--- config.mk ---
export PLATFORM = sky130hd
export DESIGN_NAME = pcrla_outq
export DESIGN_NICKNAME = d
export VERILOG_FILES = /design/src/hdl/pointwise_conv_requant_lut_act_assert.svh /design/src/hdl/pcrla_pkg.sv /design/src/hdl/pcrla_outq.sv
export SDC_FILE = /design/constraint.sdc
export NUM_CORES = 1
export LEC_CHECK = 0
export BUFFER_PORTS_ARGS = -buffer_cell sky130_fd_sc_hd__buf_2
export CORE_MARGIN = 3
export CORE_UTILIZATION = 59
export CTS_CLUSTER_SIZE = 25
export DETAILED_ROUTE_END_ITERATION = 10
export GPL_TIMING_DRIVEN = 0
export PLACE_DENSITY = 0.79
export SLEW_MARGIN = 5
export SYNTH_ARGS = -nofsm -noshare
export SYNTH_HDL_FRONTEND = slang
export SYNTH_SLANG_ARGS = --single-unit
--- constraint.sdc ---
create_clock -name clk -period 2.75 [get_ports clk]
set_input_delay 0.1375 -clock clk [delete_from_list [all_inputs] [get_ports clk]]
set_output_delay 0.1375 -clock clk [all_outputs]
set_load 0.02 [all_outputs]
--- src/hdl/pointwise_conv_requant_lut_act_assert.svh ---
// ----------------------------------------------------------------------------
// Assertion macros for the pointwise conv / requant / LUT activation block
// Clocked on clk, disabled while rst_n is low.
// ----------------------------------------------------------------------------
`ifndef POINTWISE_CONV_REQUANT_LUT_ACT_ASSERT_SVH
`define POINTWISE_CONV_REQUANT_LUT_ACT_ASSERT_SVH

// same-cycle implication
`define PCRLA_ASSERT_IMP(name, ante, cons) \
  name: assert property (@(posedge clk) disable iff (!rst_n) (ante) |-> (cons)) \
    else $error("pcrla: assertion failed");

// next-cycle implication
`define PCRLA_ASSERT_NXT(name, ante, cons) \
  name: assert property (@(posedge clk) disable iff (!rst_n) (ante) |=> (cons)) \
    else $error("pcrla: assertion failed");

`endif

--- src/hdl/pcrla_pkg.sv ---
// ----------------------------------------------------------------------------
// pcrla_pkg
// Shared constants and types of the pointwise conv / requant / LUT block.
// ----------------------------------------------------------------------------
`default_nettype none

package pcrla_pkg;

  localparam int LANES_DEF   = 8;   // default lane count
  localparam int FIELD_LANES = 8;   // lanes carried by one 64-bit field
  localparam int LANE_W      = 8;
  localparam int LANES_W     = FIELD_LANES * LANE_W;
  localparam int BIAS_W      = 32;
  localparam int ACC_W       = 32;
  localparam int VAL_W       = 8;
  localparam int LUT_DEPTH   = 256;
  localparam int LUT_AW      = $clog2(LUT_DEPTH);
  localparam int SHIFT_W     = 5;

  localparam int MQ_DEPTH    = 4;   // front-to-back queue, power of two
  localparam int OQ_DEPTH    = 8;   // result queue, power of two
  localparam int OQ_CW       = $clog2(OQ_DEPTH + 1);

  localparam int CFG_AW      = 3;
  localparam int CFG_DW      = 32;
  localparam logic [CFG_AW-3:0] REG_RQ_SHIFT = 1'b0;

  localparam logic CMD_LUT_WR = 1'b0;
  localparam logic CMD_ACC    = 1'b1;

  localparam int RQ_MAX = 127;
  localparam int RQ_MIN = -128;
  localparam logic [LUT_AW-1:0] LUT_OFFSET = 8'd128;

  typedef enum logic [1:0] {
    KIND_LUT_WR,
    KIND_ACC,
    KIND_ACC_LAST
  } item_kind_t;

  typedef struct packed {
    item_kind_t               kind;
    logic                     first;
    logic [LANES_W-1:0]       act_lanes;
    logic [LANES_W-1:0]       wt_lanes;
    logic signed [BIAS_W-1:0] bias;
    logic [LUT_AW-1:0]        lut_index;
    logic signed [VAL_W-1:0]  lut_value;
  } mq_item_t;

  typedef struct packed {
    logic             full;
    logic [OQ_CW-1:0] count;
    logic             pop;    // a result left the queue this cycle
  } oq_stat_t;

endpackage

`default_nettype wire

--- src/hdl/pcrla_outq.sv ---
// ----------------------------------------------------------------------------
// pcrla_outq
// Result queue feeding the output channel.
// ----------------------------------------------------------------------------
`default_nettype none

module pcrla_outq (
  input  wire logic                                clk,
  input  wire logic                                rst_n,
  input  wire logic                                push,
  input  wire logic signed [pcrla_pkg::VAL_W-1:0]  push_value,
  input  wire logic signed [pcrla_pkg::VAL_W-1:0]  push_rq,
  output logic                                     out_empty,
  input  wire logic                                out_pop,
  output logic signed [pcrla_pkg::VAL_W-1:0]       out_value,
  output logic signed [pcrla_pkg::VAL_W-1:0]       out_requantized,
  output pcrla_pkg::oq_stat_t                      stat
);

  import pcrla_pkg::*;

  localparam int PW = $clog2(OQ_DEPTH);

  typedef struct packed {
    logic signed [VAL_W-1:0] value;
    logic signed [VAL_W-1:0] rq;
  } oq_entry_t;

  oq_entry_t          mem_r [OQ_DEPTH];
  logic [PW-1:0]      wp_r, rp_r;
  logic [OQ_CW-1:0]   cnt_r;
  logic               pop;

  assign out_empty       = (cnt_r == '0);
  assign pop             = out_pop && !out_empty;
  assign out_value       = mem_r[rp_r].value;
  assign out_requantized = mem_r[rp_r].rq;
  assign stat.full       = (cnt_r == OQ_CW'(OQ_DEPTH));
  assign stat.count      = cnt_r;
  assign stat.pop        = pop;

  always_ff @(posedge clk) begin
    if (push) begin
      mem_r[wp_r] <= '{value: push_value, rq: push_rq};
    end
  end

  always_ff @(posedge clk) begin
    if (!rst_n) begin
      wp_r  <= '0;
      rp_r  <= '0;
      cnt_r <= '0;
    end else begin
      if (push) begin
        wp_r <= wp_r + PW'(1);
      end
      if (pop) begin
        rp_r <= rp_r + PW'(1);
      end
      cnt_r <= cnt_r + OQ_CW'(push) - OQ_CW'(pop);
    end
  end

endmodule

`default_nettype wire

==> results.yml <==
sta:
  rsz0062_at_grt: "false"
  hold_ws_ns: 0.0509
  max_freq_mhz: 393
  finalCritPeriodShare_pct: 92.6
  final-setup-viol-count: 0
  finalHoldViolations: 0
  layout_min_cycle_time_ns: 2.55
  worst_pin_slew_ns: 0.755
  finalMaxSlewViolations: 0
  relSlewSlack_pct: 49.7
  fin_worst_skew_ns: 0.00543
run_status:
  outcome: "finished clean"
worst_setup_path:
  r2r_cells: 9
  start_kind: "flop"
  slowest_stage: "clkbuf_1"
  crit_type: "reg -> out"
  rr_endpoint: "cnt_r[2]$_SDFF_PN0_"
  cpPeakStageDelay_ns: 0.58
  cp_top_family: "buffers and inverters"
  crit_chain: "clkbuf_1, mux4_1, mux2_2, buf_2"
  worst-path-buf-inv: 2
  timing.rr.start: "cnt_r[2]$_SDFF_PN0_"
  cp.required_ns: 2.61
  worst-path-max-fanout: 10
  rrSetupSlack_ns: 0.31
  endpoint_kind: "primary output"
  arrival_ns: 2.41
drt:
  firstDrtPassIters: 4
  via_count: 2782
  ant_nets: 0
  wl_per_cell_microns: 21.8
  avgViaCountPerCell: 5.70
  totalWireLength_microns: 10600
  drc: 0
  drtIter0Drc: 185
cells_and_area:
  layout-drive-gt1-share_pct: 32.6
  fillers: 487
  num_antenna_cells: 0
  nets: 377
  area_delta_synth_final_pct: 22.6
  fin_area_sq_mm: 0.00687
hold_path:
  min_from: "out_pop"
  hold_path.class: "in -> reg"
  min_path_cells: 4
  hold_end: "rp_r[2]$_SDFFE_PN0P_"
synth:
  synthesis.nets: 288
  ys_seq_area_share_pct: 73.3
  netlist_area_sq_mm: 0.00560
  yosys.area.top_type_share_pct: 68.6
  ys_warn_count: 0
  synth-edff-count: 128
  ys_ff_latch: 141
  synthTopCellsByCount: "edfxtp_1, mux4_1, mux2_2"
  ys_top_cells_by_area: "edfxtp_1, mux4_1, dfxtp_1"
  ys_types: 28
  synth_ff_type: "edfxtp_1"
  synthArstFlopShare_pct: 0
  syn_area_per_cell_sq_um: 21.5
  synth_most_common_cell: "edfxtp_1"
  synthCells: 260
  synth_top_cell_by_area: "edfxtp_1"
placed_design:
  dp_hpwl_microns: 6430
  placed_area_sq_mm: 0.00612
  place_congestion: 0.693
  port_buffers: 42
global_route:
  grt_pass1_vias: 2908
  grt_pass1_wl_microns: 16200
  gr-usage-all-layers_pct: 21.8
  grt_max_degree: 17
  grt_antenna_before_repair: 0
  grt-ovfl-total: 0
clock_tree:
  cts.htree.levels: 4
  cts_sinks: 141
  cts-root-buf: "clkbuf_8"
  holdBufCountCts: 18
  post-cts-setup-buffers: 0
  cts.path.max_buffers: 2
  cts_tree: "done"
  insertion_delay_ns: 0.51
  clk_pin_slew_ns: 0.06
  numCtsBuffers: 17
  ctsResizeCount: 0
die:
  io_pins: 43
  die-width_microns: 103
  die_h_microns: 103
  rows: 34
  core_sq_mm: 0.00898
  dieArea_sq_mm: 0.0107
  initial_core_util_pct: 62.4
power:
  cellPowerDensity_mw_per_mm2: 826
  p_leak_nw: 2.40
  vdd_drop_max_mv: 0.540
job:
  max_cap_violations: 0
## power by group
group          internal [mW]  switching, mW  total (mW)  leakage (nW)
Sequential              2.43         0.0422        2.47          1.27
Combinational          0.475          0.553        1.03         0.855
Clock                   1.23          0.937        2.17         0.280
Total                   4.14           1.53        5.67          2.40
## flip-flops by register name, indices dropped and copies added, names as in the netlist, named ones only
register  cells
cnt_r         4
mem_r       128
rp_r          3
wp_r          3
## worst reg2reg max path: stages, from the launching register on
cell and delay, ns:
dfxtp_1 0.31, inv_1 0.11, ha_1 0.16, nor3b_1 0.43, or3_1 0.26, o21ai_0 0.13
ha_1 0.23, fa_1 0.39, xor2_1 0.17, and2_1 0.15
## per-stage QoR
| stage | cells | power, mW | utilization, % | worst slack, ns | setup TNS (ns) |
|---|---|---|---|---|---|
| after global routing | 488 | 5.90 | 76.5 | 0.0964 | 0 |
| final | 488 | 5.67 | 76.5 | 0.204 | 0 |
| after CTS | 488 | 5.71 | 76.5 | 0.172 | 0 |
| after global placement | 428 | 3.46 | 66.5 | -0.299 | -8.59 |
| after detailed placement | 438 | 3.52 | 68.1 | 0.354 | 0 |
| after floorplan | 260 | 3.21 | - | 0.123 | 0 |
## metal layers
| metal | vias to the layer above | GRT usage (%) | wire length [microns] |
|---|---|---|---|
| met2 | 85 | 34.2 | 5370 |
| li1 | 1258 | - | - |
| met5 | - | 0 | 0 |
| met3 | 13 | 6.64 | 476 |
| met4 | 0 | 7.27 | 152 |
| met1 | 1426 | 29.7 | 4620 |
## worst max-delay path by stage
stage,startpoint,end,slack [ns],cells after the start
6_report,flop,out_requantized[3],0.20,4
2_1_floorplan,cnt_r[2]$_SDFF_PN0_,cnt_r[2]$_SDFF_PN0_,0.12,9
3_5_place_dp,cnt_r[2]$_SDFF_PN0_,cnt_r[2]$_SDFF_PN0_,0.35,9
5_1_grt,flop,out_requantized[2],0.1,4
3_3_place_gp,wp_r[2]$_SDFFE_PN0P_,mem_r[0][10]$_DFFE_PP_,-0.30,2
4_1_cts,flop,out_requantized[3],0.17,4
## placed cells by master, fill, tap and decap left out, types with 2 or more instances in the layout
cell / instances
dfxtp_1: 13
buf_2: 42
clkbuf_16: 16
nor3_2: 2
mux4_2: 4
edfxtp_1: 128
nor3b_1: 2
inv_1: 5
mux2i_1: 6
mux2_2: 16
buf_6: 11
clkinv_4: 4
mux4_1: 28
clkbuf_1: 2
nor2_2: 6
buf_1: 3
a21boi_0: 2
nand2_1: 8
dlygate4sd3_1: 18
inv_8: 3
o21ai_0: 2
xor2_1: 2
inv_6: 5
ha_1: 7
and2_1: 5
buf_8: 3
or3_1: 2
nand2b_1: 5
## area by class of cell
class | count | area (sq um) | area share [%]
Clock inverter | 15 | 155 | 2.26
Tap cell | 126 | 158 | 2.30
Buffer | 11 | 76.3 | 1.11
Clock buffer | 17 | 414 | 6.03
Timing Repair Buffer | 70 | 514 | 7.49
Sequential cell | 141 | 4100 | 59.8
Multi-Input combinational cell | 103 | 1430 | 20.8
Inverter | 5 | 18.8 | 0.273
## cells by family after synthesis
kind of cell | count (synthesis) | share of synthesized area (%)
buf+inv | 16 | 1.70
xor+xnor | 3 | 0.469
mux | 54 | 19.0
flops | 141 | 73.3
simple gates | 32 | 2.91
compound gates | 6 | 0.670
fa+ha+maj | 8 | 1.92
(Power assumes the default switching activity.)
