$ cat src/hdl/pointwise_conv_requant_lut_act_assert.svh
// ----------------------------------------------------------------------------
// Assertion macros for the pointwise conv / requant / LUT activation block
// Clocked on clk, disabled while rst_n is low.
// ----------------------------------------------------------------------------
`ifndef POINTWISE_CONV_REQUANT_LUT_ACT_ASSERT_SVH
`define POINTWISE_CONV_REQUANT_LUT_ACT_ASSERT_SVH

// same-cycle implication
`define PCRLA_ASSERT_IMP(name, ante, cons) \
  name: assert property (@(posedge clk) disable iff (!rst_n) (ante) |-> (cons)) \
    else $error("pcrla: assertion failed");

// next-cycle implication
`define PCRLA_ASSERT_NXT(name, ante, cons) \
  name: assert property (@(posedge clk) disable iff (!rst_n) (ante) |=> (cons)) \
    else $error("pcrla: assertion failed");

`endif

$ cat src/hdl/pcrla_pkg.sv
// ----------------------------------------------------------------------------
// pcrla_pkg
// Shared constants and types of the pointwise conv / requant / LUT block.
// ----------------------------------------------------------------------------
`default_nettype none

package pcrla_pkg;

  localparam int LANES_DEF   = 8;   // default lane count
  localparam int FIELD_LANES = 8;   // lanes carried by one 64-bit field
  localparam int LANE_W      = 8;
  localparam int LANES_W     = FIELD_LANES * LANE_W;
  localparam int BIAS_W      = 32;
  localparam int ACC_W       = 32;
  localparam int VAL_W       = 8;
  localparam int LUT_DEPTH   = 256;
  localparam int LUT_AW      = $clog2(LUT_DEPTH);
  localparam int SHIFT_W     = 5;

  localparam int MQ_DEPTH    = 4;   // front-to-back queue, power of two
  localparam int OQ_DEPTH    = 8;   // result queue, power of two
  localparam int OQ_CW       = $clog2(OQ_DEPTH + 1);

  localparam int CFG_AW      = 3;
  localparam int CFG_DW      = 32;
  localparam logic [CFG_AW-3:0] REG_RQ_SHIFT = 1'b0;

  localparam logic CMD_LUT_WR = 1'b0;
  localparam logic CMD_ACC    = 1'b1;

  localparam int RQ_MAX = 127;
  localparam int RQ_MIN = -128;
  localparam logic [LUT_AW-1:0] LUT_OFFSET = 8'd128;

  typedef enum logic [1:0] {
    KIND_LUT_WR,
    KIND_ACC,
    KIND_ACC_LAST
  } item_kind_t;

  typedef struct packed {
    item_kind_t               kind;
    logic                     first;
    logic [LANES_W-1:0]       act_lanes;
    logic [LANES_W-1:0]       wt_lanes;
    logic signed [BIAS_W-1:0] bias;
    logic [LUT_AW-1:0]        lut_index;
    logic signed [VAL_W-1:0]  lut_value;
  } mq_item_t;

  typedef struct packed {
    logic             full;
    logic [OQ_CW-1:0] count;
    logic             pop;    // a result left the queue this cycle
  } oq_stat_t;

endpackage

`default_nettype wire

$ cat src/hdl/pcrla_ram.sv
// ----------------------------------------------------------------------------
// pcrla_ram
// Generic one-write one-read RAM with registered read data.
// ----------------------------------------------------------------------------
`default_nettype none

module pcrla_ram #(
  parameter int WIDTH = 8,
  parameter int DEPTH = 256
) (
  input  wire logic                     clk,
  input  wire logic                     we,
  input  wire logic [$clog2(DEPTH)-1:0] waddr,
  input  wire logic [WIDTH-1:0]         wdata,
  input  wire logic                     re,
  input  wire logic [$clog2(DEPTH)-1:0] raddr,
  output logic      [WIDTH-1:0]         rdata
);

  logic [WIDTH-1:0] mem [DEPTH];

  always_ff @(posedge clk) begin
    if (we) begin
      mem[waddr] <= wdata;
    end
    if (re) begin
      rdata <= mem[raddr];
    end
  end

endmodule

`default_nettype wire

$ cat src/hdl/pcrla_back.sv
// ----------------------------------------------------------------------------
// pcrla_back
// Execution pipeline: multiply, reduce, accumulate, shift, round/saturate and
// activation table access. Never stalls; takes a result request only when a
// result queue slot is free to be reserved for it.
// ----------------------------------------------------------------------------
`default_nettype none

module pcrla_back #(
  parameter int LANES = pcrla_pkg::LANES_DEF
) (
  input  wire logic                                clk,
  input  wire logic                                rst_n,
  input  wire logic                                mq_valid,
  input  wire pcrla_pkg::mq_item_t                 mq_item,
  output logic                                     mq_pop,
  input  wire logic [pcrla_pkg::SHIFT_W-1:0]       rq_shift,
  input  wire pcrla_pkg::oq_stat_t                 oq_stat,
  output logic                                     res_push,
  output logic signed [pcrla_pkg::VAL_W-1:0]       res_value,
  output logic signed [pcrla_pkg::VAL_W-1:0]       res_rq
);

  import pcrla_pkg::*;

  `include "pointwise_conv_requant_lut_act_assert.svh"

  // lanes past the 64-bit fields contribute nothing
  localparam int NL     = (LANES < FIELD_LANES) ? LANES : FIELD_LANES;
  localparam int PROD_W = 2 * LANE_W;
  localparam int PSUM_W = PROD_W + $clog2(NL);

  typedef struct packed {
    item_kind_t               kind;
    logic                     first;
    logic signed [BIAS_W-1:0] bias;
    logic [LUT_AW-1:0]        lut_index;
    logic signed [VAL_W-1:0]  lut_value;
  } stage_t;

  logic                     take, take_res;
  logic [OQ_CW-1:0]         reserved_r;

  logic signed [PROD_W-1:0] prod_nxt [NL];
  logic signed [PROD_W-1:0] prod_r   [NL];
  logic signed [PSUM_W-1:0] psum_nxt, psum_r;
  logic [ACC_W-1:0]         acc_r, acc_nxt;
  logic signed [ACC_W-1:0]  qf_nxt, qf_r;
  logic                     guard_nxt, guard_r, sticky_nxt, sticky_r, szero_r;
  logic [SHIFT_W-1:0]       sm1;
  logic [ACC_W-1:0]         lo_mask;
  logic signed [ACC_W:0]    qr;
  logic signed [VAL_W-1:0]  rq_nxt, rq5_r;
  logic                     v1_r, v2_r, v3_r, v4_r, v5_r;
  stage_t                   st0, st1_r, st2_r, st3_r, st4_r;
  logic                     ram_we, ram_re;
  logic [VAL_W-1:0]         ram_rdata;

  // result requests need a free result queue slot (queued + in flight)
  assign take_res = (mq_item.kind == KIND_ACC_LAST);
  assign take     = mq_valid && (!take_res || (reserved_r < OQ_CW'(OQ_DEPTH)));
  assign mq_pop   = take;

  always_comb begin
    st0.kind      = mq_item.kind;
    st0.first     = mq_item.first;
    st0.bias      = mq_item.bias;
    st0.lut_index = mq_item.lut_index;
    st0.lut_value = mq_item.lut_value;
  end

  // stage 1: lane products
  always_comb begin
    for (int k = 0; k < NL; k++) begin
      prod_nxt[k] = $signed(mq_item.act_lanes[LANE_W*k +: LANE_W]) *
                    $signed(mq_item.wt_lanes[LANE_W*k +: LANE_W]);
    end
  end

  // stage 2: reduce
  always_comb begin
    psum_nxt = '0;
    for (int k = 0; k < NL; k++) begin
      psum_nxt = psum_nxt + PSUM_W'(prod_r[k]);
    end
  end

  // stage 3: accumulate, wraps at 32 bits
  always_comb begin
    acc_nxt = (st2_r.first ? st2_r.bias : acc_r) + ACC_W'(psum_r);
  end

  // stage 4: floor shift, guard and sticky bits
  always_comb begin
    sm1        = rq_shift - SHIFT_W'(1);
    lo_mask    = (ACC_W'(1) << sm1) - ACC_W'(1);
    qf_nxt     = $signed(acc_r) >>> rq_shift;
    guard_nxt  = (rq_shift != '0) && acc_r[sm1];
    sticky_nxt = |(acc_r & lo_mask);
  end

  // stage 5: round half to even, saturate
  always_comb begin
    qr = {qf_r[ACC_W-1], qf_r} +
         (ACC_W+1)'(!szero_r && guard_r && (sticky_r || qf_r[0]));
    if (qr > (ACC_W+1)'(RQ_MAX)) begin
      rq_nxt = VAL_W'(RQ_MAX);
    end else if (qr < (ACC_W+1)'(RQ_MIN)) begin
      rq_nxt = VAL_W'(RQ_MIN);
    end else begin
      rq_nxt = VAL_W'(qr);
    end
  end

  assign ram_we = v4_r && (st4_r.kind == KIND_LUT_WR);
  assign ram_re = v4_r && (st4_r.kind == KIND_ACC_LAST);

  pcrla_ram #(
    .WIDTH (VAL_W),
    .DEPTH (LUT_DEPTH)
  ) u_lut (
    .clk   (clk),
    .we    (ram_we),
    .waddr (st4_r.lut_index),
    .wdata (st4_r.lut_value),
    .re    (ram_re),
    .raddr (rq_nxt + LUT_OFFSET),
    .rdata (ram_rdata)
  );

  assign res_push  = v5_r;
  assign res_value = ram_rdata;
  assign res_rq    = rq5_r;

  // datapath registers
  always_ff @(posedge clk) begin
    st1_r    <= st0;
    prod_r   <= prod_nxt;
    st2_r    <= st1_r;
    psum_r   <= psum_nxt;
    st3_r    <= st2_r;
    st4_r    <= st3_r;
    qf_r     <= qf_nxt;
    guard_r  <= guard_nxt;
    sticky_r <= sticky_nxt;
    szero_r  <= (rq_shift == '0);
    rq5_r    <= rq_nxt;
  end

  // control
  always_ff @(posedge clk) begin
    if (!rst_n) begin
      v1_r       <= 1'b0;
      v2_r       <= 1'b0;
      v3_r       <= 1'b0;
      v4_r       <= 1'b0;
      v5_r       <= 1'b0;
      acc_r      <= '0;
      reserved_r <= '0;
    end else begin
      v1_r <= take;
      v2_r <= v1_r;
      v3_r <= v2_r;
      v4_r <= v3_r;
      v5_r <= ram_re;
      if (v2_r && (st2_r.kind != KIND_LUT_WR)) begin
        acc_r <= acc_nxt;
      end
      reserved_r <= reserved_r + OQ_CW'(take && take_res) - OQ_CW'(oq_stat.pop);
    end
  end

  `PCRLA_ASSERT_IMP(a_push_has_room, v5_r, !oq_stat.full)
  `PCRLA_ASSERT_IMP(a_reserve_covers_queue, 1'b1, reserved_r >= oq_stat.count)
  `PCRLA_ASSERT_NXT(a_lut_wr_keeps_acc, v2_r && (st2_r.kind == KIND_LUT_WR),
                    acc_r == $past(acc_r))

endmodule

`default_nettype wire

$ cat config.mk
export PLATFORM = sky130hd
export DESIGN_NAME = pcrla_back
export DESIGN_NICKNAME = d
export VERILOG_FILES = /design/src/hdl/pcrla_pkg.sv /design/src/hdl/pcrla_ram.sv /design/src/hdl/pcrla_back.sv
export VERILOG_INCLUDE_DIRS = /design/src /design/src/hdl
export SDC_FILE = /design/constraint.sdc
export NUM_CORES = 2
export LEC_CHECK = 0
export BUFFER_PORTS_ARGS = -buffer_cell sky130_fd_sc_hd__buf_2
export CELL_PAD_IN_SITES_DETAIL_PLACEMENT = 1
export CELL_PAD_IN_SITES_GLOBAL_PLACEMENT = 1
export CORE_AREA = 2 2 687 689
export CTS_CLUSTER_DIAMETER = 150
export DETAILED_ROUTE_END_ITERATION = 12
export DIE_AREA = 0 0 689 691
export PLACE_DENSITY = 0.57
export SLEW_MARGIN = 30
export SYNTH_ARGS = -nofsm -noshare
export SYNTH_HDL_FRONTEND = slang
export SYNTH_SLANG_ARGS = --single-unit
$ cat constraint.sdc
create_clock -name clk -period 5.1 [get_ports clk]
set_input_delay 0.255 -clock clk [delete_from_list [all_inputs] [get_ports clk]]
set_output_delay 0.255 -clock clk [all_outputs]
set_load 0.05 [all_outputs]
==> flow_summary_export.csv <==
group,metric,value,unit
status,status,"complete, but fails checks",
status,violations,"negative setup slack",
clocking,cts_tree,"built",
die,pin_count,211,
route,drt-initial-drc-count,7600,
synth,postSynth.asyncResetShare,0,%
setup_path,cp_data_arrival_time,5.93,ns
sta,max_freq,195,MHz
power,p_leak,53.4,nW
synth,syn-cell-area,117000,µm²
route,first_pass_iters,6,
synth,synth_top_area_share,52.8,%
setup_path,timing_worst_setup_path_type,"reg2reg",
sta,layout_setup_ws,-0.0190,ns
route,drc,0,
synth,seq_area_frac_synth,59.2,%
synth,ys_ff_latch,2425,
global_routing,antenna_found_initial,24,
synth,syn_avg_cell_area,12.7,µm²
cells_and_area,drive_above_1_share,19.3,%
cells_and_area,layout_commonest_cell,"edfxtp_1",
synth,ys_types,93,
synth,ys_warn_count,0,
route,wirelength,413000,µm
synth,synth_flop_cell,"edfxtp_1",
global_routing,grt_pass1_vias,86288,
global_routing,grt_usage,16.8,%
synth,synth_area_leaders,"edfxtp_1, fa_1, dfxtp_1, nand2_1, ha_1",
place,preCtsSetupSlack,-0.967,ns
die,initial_core_util,24.9,%
place,io_buffers,205,
synth,syn_nets,10230,
cells_and_area,area_growth,25.0,%
route,vias,81452,
die,fp.dieW,689,µm
sta,finalCriticalPeriod,5.12,ns
clocking,clk_latency,0.97,ns
sta,slew_headroom,29.5,%
cells_and_area,nFillCells,50835,
sta,slew_violations,0,
sta,clock_skew,0.110,ns
sta,rsz0062_at_grt,"yes",
cells_and_area,nets,11367,
clocking,clk_path_buf_depth,4,
synth,synth_edf_count,2056,
power,p_per_area,711,nW/µm²
min_path,hp-class,"in2reg",
synth,synth_top_cell_by_area,"edfxtp_1",
route,wl_per_cell,24.6,µm
power,total_power,104,mW
setup_path,cp_max_fo,15,
cells_and_area,final_cell_mix,"edfxtp_1, nand2_1, inv_1",
clocking,cts_root_buf,"clkbuf_16",
clocking,htree_levels,5,
power,ir_drop,3.07,mV
route,avgViaCountPerCell,4.85,
global_routing,grt_max_degree,161,
setup_path,crit_path_start_kind,"register",
die,die_h,691,µm
die,core-area,469000,µm²
setup_path,end_kind,"register",
clocking,cts.clk_slew.worst_paths,0.07,ns
die,fp-row-count,252,
place,post-dp-hpwl,283000,µm
synth,syn_inst,9201,
global_routing,grt_pass1_wl,599000,µm
clocking,clkSinkCount,2425,
clocking,cts_buffers,283,
sta,worstMarginPinSlew,1.06,ns
die,die-area,476000,µm²
place,gp_congestion,0.873,
route,ant_nets,0,
sta,hold_viol,0,
sta,setup_viol,3,
setup_path,required,5.91,ns
global_routing,grt-ovfl-total,0,
job,cap_violations,0,
sta,finalCritPeriodShare,100,%
-- stage by stage --
step / cells / cell area, µm² / setup TNS (ns) / hold slack, ns / util (%)
6_report: 16791 / 146000 / -0.0424 / 0.0300 / 31.1
3_5_place_dp: 15982 / 131000 / -8.36 / 0.313 / 28.0
5_1_grt: 16785 / 146000 / -1.23 / 0.0501 / 31.1
2_1_floorplan: 9201 / 117000 / 0 / 0.283 / -
3_3_place_gp: 15982 / 131000 / -10.41 / 0.312 / 28.0
4_1_cts: 16714 / 144000 / -0.0477 / 0.000113 / 30.6
-- cell type report --
cell class | count | area (µm²) | area share (%)
antenna | 10 | 25.0 | 0.0171
clock buffer | 359 | 7530 | 5.16
clock inverter | 146 | 1640 | 1.12
inverter | 772 | 2950 | 2.02
multi-input combinational | 5551 | 44900 | 30.7
sequential | 2425 | 69200 | 47.4
tap | 6223 | 7790 | 5.33
timing repair buffer | 1304 | 12000 | 8.23
timing repair inverter | 1 | 30.0 | 0.0206
-- path summary, 6_finish.rpt --
| kind | endpoint | depth (start not counted) | slack (ns) | start |
|---|---|---|---|---|
| max reg2reg | u_lut.rdata[4] | 26 | -0.02 | qf_r[0] |
| min | prod_r[33] | 3 | 0.03 | mq_item[152] |
| max | u_lut.rdata[4] | 26 | -0.02 | qf_r[0] |
| min reg2reg | st4_r[2] | 0 | 0.31 | st3_r[2] |
-- logic make-up after synthesis --
family	Yosys count	synth area share, %
AO/OA/AOI/OAI	1678	9.86
XOR/XNOR	205	1.54
adder cells (fa/ha/maj)	836	12.4
buffers and inverters	1225	4.25
flip-flops	2425	59.2
multiplexers	281	2.74
AND/OR/NAND/NOR	2551	10.0
-- sequential cells by signal (all words and copies together) (netlist names), 18 cells and up --
signal     cells
st4_r         18
acc_r         32
qf_r          32
st1_r         51
st3_r         18
u_lut.mem   2048
st2_r         51
prod_r       128
psum_r        19
-- critical path: stages, from the launching register on --
cell	delay, ns
dfxtp_2	0.36
nor2_4	0.05
nor3b_4	0.25
ha_4	0.18
ha_4	0.16
nand3_4	0.11
nor3_4	0.22
nand4_1	0.11
a32o_2	0.27
a221oi_4	0.26
buf_4	0.18
nand3_4	0.09
o31ai_4	0.28
buf_12	0.19
buf_16	0.16
inv_16	0.07
buf_12	0.16
buf_16	0.16
buf_4	0.15
buf_12	0.14
buf_4	0.14
a21oi_2	0.17
nor2_1	0.14
a221oi_4	0.55
buf_6	0.20
o31ai_1	0.07
o22ai_1	0.17
-- power breakdown --
group | internal (mW) | switching (mW)
Clock | 11.7 | 8.69
Sequential | 22.8 | 0.670
Combinational | 29.6 | 30.4
Total | 64.1 | 39.7
-- synth_stat cells, types with 40 or more instances --
cell	n
o21ai_0	259
nor2_1	464
ha_1	295
nand2b_1	71
a21oi_1	354
buf_1	40
a221oi_1	40
o211ai_1	45
xor2_1	52
mux2_2	42
o21bai_1	48
nand2_1	1057
inv_1	765
dfxtp_1	369
buf_2	186
o221ai_1	270
nor3_1	41
xnor2_1	153
a211oi_1	57
mux2i_1	212
edfxtp_1	2056
and2_1	352
fa_1	541
a31oi_1	94
nand3_1	391
clkbuf_1	197
o22ai_1	164
-- layer usage --
metal / track usage (%) / wire length [µm]
met1: 22.1 / 173000
met2: 28.6 / 201000
met3: 2.13 / 25000
met4: 5.24 / 14100
met5: 0 / 48
-- what timing repair did --
action,CTS,global route
endpoints found under the setup margin,13,19
hold buffers,145,0
resized for setup,238,312
cloned,7,14
hold endpoints to repair,120,0
buffers inserted,75,61
pin swaps,77,119
Power figures use the tool's default switching activity.
