===== src/hdl/pointwise_conv_requant_lut_act_assert.svh =====
// ----------------------------------------------------------------------------
// Assertion macros for the pointwise conv / requant / LUT activation block
// Clocked on clk, disabled while rst_n is low.
// ----------------------------------------------------------------------------
`ifndef POINTWISE_CONV_REQUANT_LUT_ACT_ASSERT_SVH
`define POINTWISE_CONV_REQUANT_LUT_ACT_ASSERT_SVH

// same-cycle implication
`define PCRLA_ASSERT_IMP(name, ante, cons) \
  name: assert property (@(posedge clk) disable iff (!rst_n) (ante) |-> (cons)) \
    else $error("pcrla: assertion failed");

// next-cycle implication
`define PCRLA_ASSERT_NXT(name, ante, cons) \
  name: assert property (@(posedge clk) disable iff (!rst_n) (ante) |=> (cons)) \
    else $error("pcrla: assertion failed");

`endif


===== src/hdl/pcrla_pkg.sv =====
// ----------------------------------------------------------------------------
// pcrla_pkg
// Shared constants and types of the pointwise conv / requant / LUT block.
// ----------------------------------------------------------------------------
`default_nettype none

package pcrla_pkg;

  localparam int LANES_DEF   = 8;   // default lane count
  localparam int FIELD_LANES = 8;   // lanes carried by one 64-bit field
  localparam int LANE_W      = 8;
  localparam int LANES_W     = FIELD_LANES * LANE_W;
  localparam int BIAS_W      = 32;
  localparam int ACC_W       = 32;
  localparam int VAL_W       = 8;
  localparam int LUT_DEPTH   = 256;
  localparam int LUT_AW      = $clog2(LUT_DEPTH);
  localparam int SHIFT_W     = 5;

  localparam int MQ_DEPTH    = 4;   // front-to-back queue, power of two
  localparam int OQ_DEPTH    = 8;   // result queue, power of two
  localparam int OQ_CW       = $clog2(OQ_DEPTH + 1);

  localparam int CFG_AW      = 3;
  localparam int CFG_DW      = 32;
  localparam logic [CFG_AW-3:0] REG_RQ_SHIFT = 1'b0;

  localparam logic CMD_LUT_WR = 1'b0;
  localparam logic CMD_ACC    = 1'b1;

  localparam int RQ_MAX = 127;
  localparam int RQ_MIN = -128;
  localparam logic [LUT_AW-1:0] LUT_OFFSET = 8'd128;

  typedef enum logic [1:0] {
    KIND_LUT_WR,
    KIND_ACC,
    KIND_ACC_LAST
  } item_kind_t;

  typedef struct packed {
    item_kind_t               kind;
    logic                     first;
    logic [LANES_W-1:0]       act_lanes;
    logic [LANES_W-1:0]       wt_lanes;
    logic signed [BIAS_W-1:0] bias;
    logic [LUT_AW-1:0]        lut_index;
    logic signed [VAL_W-1:0]  lut_value;
  } mq_item_t;

  typedef struct packed {
    logic             full;
    logic [OQ_CW-1:0] count;
    logic             pop;    // a result left the queue this cycle
  } oq_stat_t;

endpackage

`default_nettype wire


===== src/hdl/pcrla_front.sv =====
// ----------------------------------------------------------------------------
// pcrla_front
// Accepts requests, tags them as table write / accumulate / accumulate-last
// and queues them for the back end.
// ----------------------------------------------------------------------------
`default_nettype none

module pcrla_front (
  input  wire logic                               clk,
  input  wire logic                               rst_n,
  input  wire logic                               in_push,
  output logic                                    in_full,
  input  wire logic                               in_cmd,
  input  wire logic [pcrla_pkg::LANES_W-1:0]      in_act_lanes,
  input  wire logic [pcrla_pkg::LANES_W-1:0]      in_wt_lanes,
  input  wire logic signed [pcrla_pkg::BIAS_W-1:0] in_bias,
  input  wire logic                               in_first,
  input  wire logic                               in_last,
  input  wire logic [pcrla_pkg::LUT_AW-1:0]       in_lut_index,
  input  wire logic signed [pcrla_pkg::VAL_W-1:0] in_lut_value,
  output logic                                    mq_valid,
  output pcrla_pkg::mq_item_t                     mq_item,
  input  wire logic                               mq_pop
);

  import pcrla_pkg::*;

  localparam int PW = $clog2(MQ_DEPTH);
  localparam int CW = $clog2(MQ_DEPTH + 1);

  mq_item_t        mem_r [MQ_DEPTH];
  mq_item_t        item_nxt;
  logic [PW-1:0]   wp_r, rp_r;
  logic [CW-1:0]   cnt_r;
  logic            push, pop;

  always_comb begin
    item_nxt.first     = in_first;
    item_nxt.act_lanes = in_act_lanes;
    item_nxt.wt_lanes  = in_wt_lanes;
    item_nxt.bias      = in_bias;
    item_nxt.lut_index = in_lut_index;
    item_nxt.lut_value = in_lut_value;
    if (in_cmd == CMD_LUT_WR) begin
      item_nxt.kind = KIND_LUT_WR;
    end else if (in_last) begin
      item_nxt.kind = KIND_ACC_LAST;
    end else begin
      item_nxt.kind = KIND_ACC;
    end
  end

  assign in_full  = (cnt_r == CW'(MQ_DEPTH));
  assign mq_valid = (cnt_r != '0);
  assign mq_item  = mem_r[rp_r];
  assign push     = in_push && !in_full;
  assign pop      = mq_pop && mq_valid;

  always_ff @(posedge clk) begin
    if (push) begin
      mem_r[wp_r] <= item_nxt;
    end
  end

  always_ff @(posedge clk) begin
    if (!rst_n) begin
      wp_r  <= '0;
      rp_r  <= '0;
      cnt_r <= '0;
    end else begin
      if (push) begin
        wp_r <= wp_r + PW'(1);
      end
      if (pop) begin
        rp_r <= rp_r + PW'(1);
      end
      cnt_r <= cnt_r + CW'(push) - CW'(pop);
    end
  end

endmodule

`default_nettype wire


===== config.mk =====
export PLATFORM = sky130hd
export DESIGN_NAME = pcrla_front
export DESIGN_NICKNAME = d
export VERILOG_FILES = /design/src/hdl/pointwise_conv_requant_lut_act_assert.svh /design/src/hdl/pcrla_pkg.sv /design/src/hdl/pcrla_front.sv
export SDC_FILE = /design/constraint.sdc
export NUM_CORES = 1
export LEC_CHECK = 0
export BUFFER_PORTS_ARGS = -buffer_cell sky130_fd_sc_hd__buf_2
export CAP_MARGIN = 10
export CORE_ASPECT_RATIO = 1.2
export CORE_MARGIN = 2
export CORE_UTILIZATION = 40
export CTS_CLUSTER_DIAMETER = 100
export DETAILED_ROUTE_END_ITERATION = 8
export HOLD_SLACK_MARGIN = 0.03
export PLACE_DENSITY = 0.58
export SLEW_MARGIN = 20
export SYNTH_ARGS = -nofsm -noshare
export SYNTH_HDL_FRONTEND = slang
export SYNTH_SLANG_ARGS = --single-unit

===== constraint.sdc =====
create_clock -name clk -period 7.84 [get_ports clk]
set_input_delay 1.568 -clock clk [delete_from_list [all_inputs] [get_ports clk]]
set_output_delay 1.568 -clock clk [all_outputs]
set_load 0.1 [all_outputs]

==> results_dict.tcl, run 1 <==
set metrics [dict create \
    outcome "finished clean" \
    hold_path_end "wp_r[1]$_SDFFE_PN0P_" \
    synth-seq-cells 725 \
    ant_nets 0 \
    grt_max_degree 117 \
    synthDominantAreaCellType "sky130_fd_sc_hd__edfxtp_1" \
    timing.final.setup_violations 0 \
    worstPathArrival_ns 2.82 \
    post_drt_via_cell_ratio 5.15 \
    slew_headroom_pct 28.6 \
    register_to_register_path_setup_slack_ns 4.90 \
    max_clock_freq_mhz 228 \
    die_w_um 238 \
    netlist_top_cells_area "sky130_fd_sc_hd__edfxtp_1 (82%), sky130_fd_sc_hd__mux4_2 (15%), sky130_fd_sc_hd__dfxtp_1 (0.69%), sky130_fd_sc_hd__buf_6 (0.60%), sky130_fd_sc_hd__buf_2 (0.36%)" \
    worst-r2r-cell-count 4 \
    number_of_antenna_violations_at_the_first_check_in_global_routing 14 \
    setup.worst_path.end_class "output pin" \
    grt_overflow_total 0 \
    crit_path_start_kind "flop" \
    ioPinCount 364 \
    hold_crit_depth 2 \
    cts_resized 0 \
    yosys_warning_total 0 \
    power.total_uw 12900 \
    clk_pin_slew_ns 0.06 \
    port_buffers 363 \
    setup-tns-final_ns 0 \
    synthCells 985 \
    power_density_nw_per_um2 413 \
    syn_avg_cell_area_um2 26.7 \
    detail_route.drc_violations 0 \
    critical_path.reg2reg.startpoint "cnt_r[1]$_SDFF_PN0_" \
    net_count_after_synthesis 1175 \
    cts.htree.levels 3 \
    largest_fanout_of_any_net_on_the_critical_path 103 \
    tritoncts "built" \
    grt_pass1_wl_um 78100 \
    post_route_cells_drive_above_1_share_pct 45.0 \
    dieHeight_um 285 \
    number_of_violations_of_the_max_capacitance_limit 0 \
    internal_power_uw 7460 \
    cts.root.buffer_cell "sky130_fd_sc_hd__clkbuf_16" \
    firstDrtPassIters 6 \
    most_common_cell_in_the_netlist "sky130_fd_sc_hd__edfxtp_1" \
    ctsLongestPathBuffers 3 \
    hold_start "wp_r[1]$_SDFFE_PN0P_" \
    cts.repair_timing.setup_buffer_count 0 \
    synth_seq_area_share_pct 82.5 \
    route.final.wire_length_um 52200 \
    comb_power_share_pct 38.5 \
    timing.clock.skew_ns 0.0258 \
    post_synthesis_instance_area_um2 26300 \
    detail_route.iter0.violations 674 \
    unrepaired_setup_endpoints_after_global_routing "no" \
    netlist_top_cells_count "sky130_fd_sc_hd__edfxtp_1 (716), sky130_fd_sc_hd__mux4_2 (179), sky130_fd_sc_hd__buf_2 (19)" \
    numCtsBuffers 72 \
    hold_path_class "reg -> reg" \
    crit-reg2reg-capture "mem_r[1][78]$_DFFE_PP_" \
    async_reset_ff_share_pct 0 \
    synth_enable_flop_cells 716 \
    area_growth_pct 18.5 \
    power.share.clock_pct 24.4 \
    first_global_vias 12446 \
    die-area_um2 67800 \
    final_nets 1583 \
    seq_power_share_pct 37.1 \
    worst_skew_pair.late_latency_ns 0.60 \
    switching_share_pct 42.1 \
    avgRoutedWirePerCell_um 23.0 \
    worstSetupPathType "reg -> out" \
    initial_core_util_pct 40.6 \
    net-switching-power_uw 5420 \
    dp_hpwl_um 30300 \
    timing.final.crit_period_ns 4.39 \
    globalRouteTotalUtil_pct 15.4 \
    share_of_the_synthesized_area_in_the_top_cell_type_pct 81.8 \
    final-max-slew-violation-count 0 \
    critical_path_required_ns 6.27 \
    final.setup.worst_slack_ns 3.45 \
    vias 11713 \
    min_period_over_period_pct 56.0 \
    max_slew.worst_pin.slew_ns 1.07 \
    vdd_ir_drop_max_mv 0.380 \
    numClockSinks 725 \
    post_cts_hold_buffer_count 0 \
    core_area_um2 64800 \
    synthDistinctLibCells 18 \
    final-hold-violation-count 0 \
    rows 102 \
    holdWs_ns 0.504 \
    synth-main-ff-cell "sky130_fd_sc_hd__edfxtp_1" \
    dpl_worst_slack_ns 3.75 \
    leakage_uw 0.0103 \
    gp_routability_congestion 0.697 \
]
==> kinds of logic (layout without fill, tap and decap cells) <==
logic type	Yosys count	after routing	share of synthesized area (%)
adder cells (fa/ha/maj)	7	7	0.362
AO/OA/AOI/OAI	2	2	0.0666
AND/OR/NAND/NOR	19	19	0.419
flip-flops	725	725	82.5
other	0	2	0
multiplexers	181	181	15.4
XOR/XNOR	4	4	0.133
buffers and inverters	47	501	1.16
==> stage by stage <==
stage	cell area, um^2	std cells	util (%)
finish	31200	2273	48.1
global route	31200	2272	48.1
CTS	31200	2271	48.1
detailed placement	29100	2151	44.8
global placement	29100	2151	44.8
floorplan	26300	985	-
==> routing by layer <==
layer / routed length, um / part of all wire, % / GRT usage (%)
met2: 26300 / 50 / 25.4
met1: 20500 / 39 / 19.1
met3: 4220 / 8.1 / 5.38
met4: 1120 / 2.1 / 5.09
met5: 172 / 0.33 / 0
==> power groups by stage <==
stage	combinational [uW]	sequential, uW	clock [uW]
after floorplan	4250	4900	0
after global placement	5030	4850	0
after detailed placement	5030	4870	0
after CTS	5040	4790	3250
after global routing	5140	4820	3380
final	4960	4790	3140
==> critical path, stage by stage, from the launching register on <==
cell and delay (ns):
sky130_fd_sc_hd__dfxtp_4 0.55, sky130_fd_sc_hd__buf_12 0.34, sky130_fd_sc_hd__mux4_2 0.42, sky130_fd_sc_hd__buf_2 0.46
==> flip-flops by register name, summed over array words and instances, names as in the netlist, named ones only <==
register  count
mem_r       716
cnt_r         3
rp_r          2
wp_r          2
==> cell type report <==
| cell class | instances | area [um^2] |
|---|---|---|
| Timing Repair Buffer | 376 | 1990 |
| Clock inverter | 23 | 184 |
| Fill cell | 5343 | 33700 |
| Sequential cell | 725 | 21700 |
| Clock buffer | 97 | 1930 |
| Tap cell | 832 | 1040 |
| Antenna cell | 2 | 5.00 |
| Multi-Input combinational cell | 213 | 4320 |
| Inverter | 5 | 18.8 |
==> worst max path at each step <==
stage          slack [ns]                 endpoint    start  cells past startpoint
2_1_floorplan        1.23    mem_r[0][0]$_DFFE_PP_  in_push                      3
5_1_grt              3.35              mq_item[82]     flop                      3
6_report             3.45               mq_item[3]     flop                      3
3_5_place_dp         3.75   mem_r[1][73]$_DFFE_PP_  in_push                      4
4_1_cts              3.38             mq_item[178]     flop                      3
3_3_place_gp         3.75  mem_r[1][151]$_DFFE_PP_  in_push                      4
==> cell usage in the layout, fill, tap and decap left out, types with 2 or more instances in the layout <==
cell / synthesis / routed
sky130_fd_sc_hd__inv_6: 0 / 3
sky130_fd_sc_hd__nand2_1: 4 / 4
sky130_fd_sc_hd__nor2b_1: 5 / 5
sky130_fd_sc_hd__inv_1: 5 / 5
sky130_fd_sc_hd__edfxtp_1: 716 / 716
sky130_fd_sc_hd__clkinv_4: 0 / 2
sky130_fd_sc_hd__clkbuf_8: 0 / 3
sky130_fd_sc_hd__bufinv_16: 0 / 2
sky130_fd_sc_hd__buf_12: 0 / 6
sky130_fd_sc_hd__and2_4: 0 / 4
sky130_fd_sc_hd__and2_1: 8 / 4
sky130_fd_sc_hd__clkbuf_1: 9 / 22
sky130_fd_sc_hd__clkinv_2: 0 / 3
sky130_fd_sc_hd__dfxtp_4: 0 / 2
sky130_fd_sc_hd__ha_1: 6 / 6
sky130_fd_sc_hd__buf_2: 19 / 363
sky130_fd_sc_hd__dfxtp_1: 9 / 7
sky130_fd_sc_hd__clkinv_1: 0 / 11
sky130_fd_sc_hd__buf_4: 0 / 7
sky130_fd_sc_hd__mux4_2: 179 / 179
sky130_fd_sc_hd__xnor2_1: 4 / 4
sky130_fd_sc_hd__clkbuf_16: 0 / 72
sky130_fd_sc_hd__mux2i_1: 2 / 2
sky130_fd_sc_hd__diode_2: 0 / 2
No activity file was read; power rests on OpenSTA's default activity.
==> inputs of run 2 (changes only) <==
--- a/config.mk
+++ b/config.mk
@@ -13,7 +13,7 @@
 export CTS_CLUSTER_DIAMETER = 100
 export DETAILED_ROUTE_END_ITERATION = 8
 export HOLD_SLACK_MARGIN = 0.03
-export PLACE_DENSITY = 0.58
+export PLACE_DENSITY = 0.6
 export SLEW_MARGIN = 20
 export SYNTH_ARGS = -nofsm -noshare
 export SYNTH_HDL_FRONTEND = slang
==> constraint.sdc (replaced) <==
create_clock -name clk -period 4 [get_ports clk]
set_input_delay 0.8 -clock clk [delete_from_list [all_inputs] [get_ports clk]]
set_output_delay 0.8 -clock clk [all_outputs]
set_load 0.1 [all_outputs]
==> run 2 against run 1 <==
Critical endpoint is now mq_item[153]; final area grew 1.6%; largest power group unchanged; sequential power is 97% higher; register-to-register slack lost 3.5 ns; final cell count is 1.6% higher; core utilization increased by 0.79 points; die area unchanged; sequential cell count is the same; clock skew is 0.0012 ns lower; worst hold slack worse by 0.11 ns; critical path depth unchanged; clock power is 110% higher.
==> results_dict.tcl, run 2 (same netlist as run 1, synthesis figures left out) <==
set metrics [dict create \
    die-area_um2 67800 \
    min_period_over_period_pct 86.3 \
    final_cell_count_without_fillers 2310 \
    rows 102 \
    core_area_um2 64800 \
    switching_share_pct 42.1 \
    place_inst 2172 \
    final-max-slew-violation-count 0 \
    final_cell_mix "sky130_fd_sc_hd__edfxtp_1 (716), sky130_fd_sc_hd__buf_2 (363), sky130_fd_sc_hd__mux4_2 (179), sky130_fd_sc_hd__clkbuf_16 (73), sky130_fd_sc_hd__buf_12 (18)" \
    firstDrtPassIters 4 \
    final.setup.worst_slack_ns 0.547 \
    internal_power_uw 14900 \
    timing.clock.skew_ns 0.0246 \
    max_clock_freq_mhz 290 \
    clk_pin_slew_ns 0.06 \
    largest_fanout_of_any_net_on_the_critical_path 20 \
    tritoncts "built" \
    crit_path_start_kind "flop" \
    timing.final.crit_period_ns 3.45 \
    max_slew.worst_pin.slew_ns 0.645 \
    avgRoutedWirePerCell_um 23.3 \
    post_drt_via_cell_ratio 5.10 \
    numClockSinks 725 \
    crit-reg2reg-capture "cnt_r[2]$_SDFF_PN0_" \
    dp_hpwl_um 33100 \
    route.final.wire_length_um 53800 \
    detail_route.drc_violations 0 \
    ioPinCount 364 \
    critical_path_required_ns 3.20 \
    detail_route.iter0.violations 719 \
    vias 11778 \
    cts.htree.levels 3 \
    worst-r2r-cell-count 11 \
    register_to_register_path_setup_slack_ns 1.40 \
    seq_power_share_pct 36.6 \
    port_buffers 363 \
    mostFrequentLayoutCell "sky130_fd_sc_hd__edfxtp_1" \
    area_growth_pct 20.5 \
    grt_overflow_total 0 \
    dieHeight_um 285 \
    ctsLongestPathBuffers 3 \
    net-switching-power_uw 10900 \
    number_of_antenna_violations_at_the_first_check_in_global_routing 13 \
    cts_resized 0 \
    stdcell_area_um2 31700 \
    critical_path.reg2reg.startpoint "cnt_r[1]$_SDFF_PN0_" \
    grt_max_degree 77 \
    cts.repair_timing.setup_buffer_count 0 \
    gp_routability_congestion 0.728 \
    numCtsBuffers 73 \
    die_w_um 238 \
    vdd_ir_drop_max_mv 0.732 \
    largest_registers "mem_r x716, cnt_r x3" \
    post_cts_hold_buffer_count 0 \
    first_global_vias 12938 \
    ant_nets 0 \
    setup.worst_path.end_class "output pin" \
    post_route_cells_drive_above_1_share_pct 46.6 \
    worstSetupPathType "reg -> out" \
    dpl_worst_slack_ns 1.07 \
    leakage_uw 0.0105 \
    max_flop_register "mem_r" \
    power_density_nw_per_um2 814 \
    post_dp_cell_area_um2 29400 \
    unrepaired_setup_endpoints_after_global_routing "no" \
    hold_path_class "in -> reg" \
    number_of_violations_of_the_max_capacitance_limit 0 \
    slew_headroom_pct 57.0 \
    final_nets 1605 \
    final_core_utilization_pct 48.9 \
    largest_register_ff_count 716 \
    initial_core_util_pct 40.6 \
    worst_skew_pair.late_latency_ns 0.62 \
    setup-tns-final_ns 0 \
    cts.root.buffer_cell "sky130_fd_sc_hd__clkbuf_16" \
    grt_pass1_wl_um 81400 \
    final-hold-violation-count 0 \
    outcome "finished clean" \
    critical_path.endpoint "mq_item[153]" \
    power.share.clock_pct 25.2 \
    timing.final.setup_violations 0 \
    worstPathArrival_ns 2.65 \
    globalRouteTotalUtil_pct 16.1 \
    comb_power_share_pct 38.2 \
]
-- run 2: cell types whose count changed in the layout (fill, tap and decap cells not counted), moves of 3 or more --
cell / delta
sky130_fd_sc_hd__buf_12: +12
sky130_fd_sc_hd__clkinv_2: +11
sky130_fd_sc_hd__buf_4: +9
sky130_fd_sc_hd__clkbuf_1: -7
sky130_fd_sc_hd__clkinv_1: +4
sky130_fd_sc_hd__clkbuf_8: -3
sky130_fd_sc_hd__diode_2: +3
-- run 2: how the worst min path moves through the flow --
stage / slack, ns / startpoint / depth (start not counted) / to
detailed placement: 0.50 / wp_r[0]$_SDFFE_PN0P_ / 2 / wp_r[0]$_SDFFE_PN0P_
CTS: 0.35 / in_wt_lanes[0] / 1 / mem_r[3][48]$_DFFE_PP_
floorplan: 0.47 / wp_r[1]$_SDFFE_PN0P_ / 2 / wp_r[1]$_SDFFE_PN0P_
finish: 0.39 / in_wt_lanes[0] / 1 / mem_r[3][48]$_DFFE_PP_
global route: 0.37 / in_wt_lanes[2] / 1 / mem_r[1][50]$_DFFE_PP_
global placement: 0.48 / wp_r[0]$_SDFFE_PN0P_ / 2 / wp_r[0]$_SDFFE_PN0P_
-- run 2: metal layers --
| metal | vias to the layer above | share of wire [%] | track usage [%] | routed length (um) |
|---|---|---|---|---|
| li1 | 5138 | - | - | - |
| met1 | 6213 | 39 | 19.6 | 21200 |
| met2 | 316 | 51 | 27.2 | 27500 |
| met3 | 91 | 7.3 | 5.35 | 3910 |
| met4 | 20 | 2.1 | 5.52 | 1140 |
| met5 | - | 0.23 | 0 | 125 |
-- run 2: metrics by stage --
stage	hold slack (ns)	power [uW]
after floorplan	0.468	17900
after global placement	0.483	19500
after detailed placement	0.501	19600
final	0.389	25800
after CTS	0.346	26200
after global routing	0.368	26700
-- run 2: worst max-delay path, stage by stage (launching register included) --
cell and delay, ns:
sky130_fd_sc_hd__dfxtp_4 0.65, sky130_fd_sc_hd__buf_4 0.47, sky130_fd_sc_hd__mux4_2 0.60, sky130_fd_sc_hd__buf_2 0.32
-- run 2: final cells by class --
cell class / instances / area (um^2)
diodes: 5 / 12.5
clock buffers: 88 / 1880
clock inverters: 45 / 417
fillers: 5279 / 33200
inverters: 5 / 18.8
multi-input cells: 213 / 4320
flip-flops and latches: 725 / 21700
well taps: 832 / 1040
repair buffers: 397 / 2300
-- run 2: power groups by stage --
| stage | Sequential (uW) | Clock (uW) | Combinational [uW] |
|---|---|---|---|
| 2_1_floorplan | 9530 | 0 | 8340 |
| 3_3_place_gp | 9560 | 0 | 9990 |
| 3_5_place_dp | 9610 | 0 | 9990 |
| 4_1_cts | 9450 | 6700 | 10000 |
| 5_1_grt | 9500 | 7000 | 10200 |
| 6_report | 9430 | 6500 | 9850 |
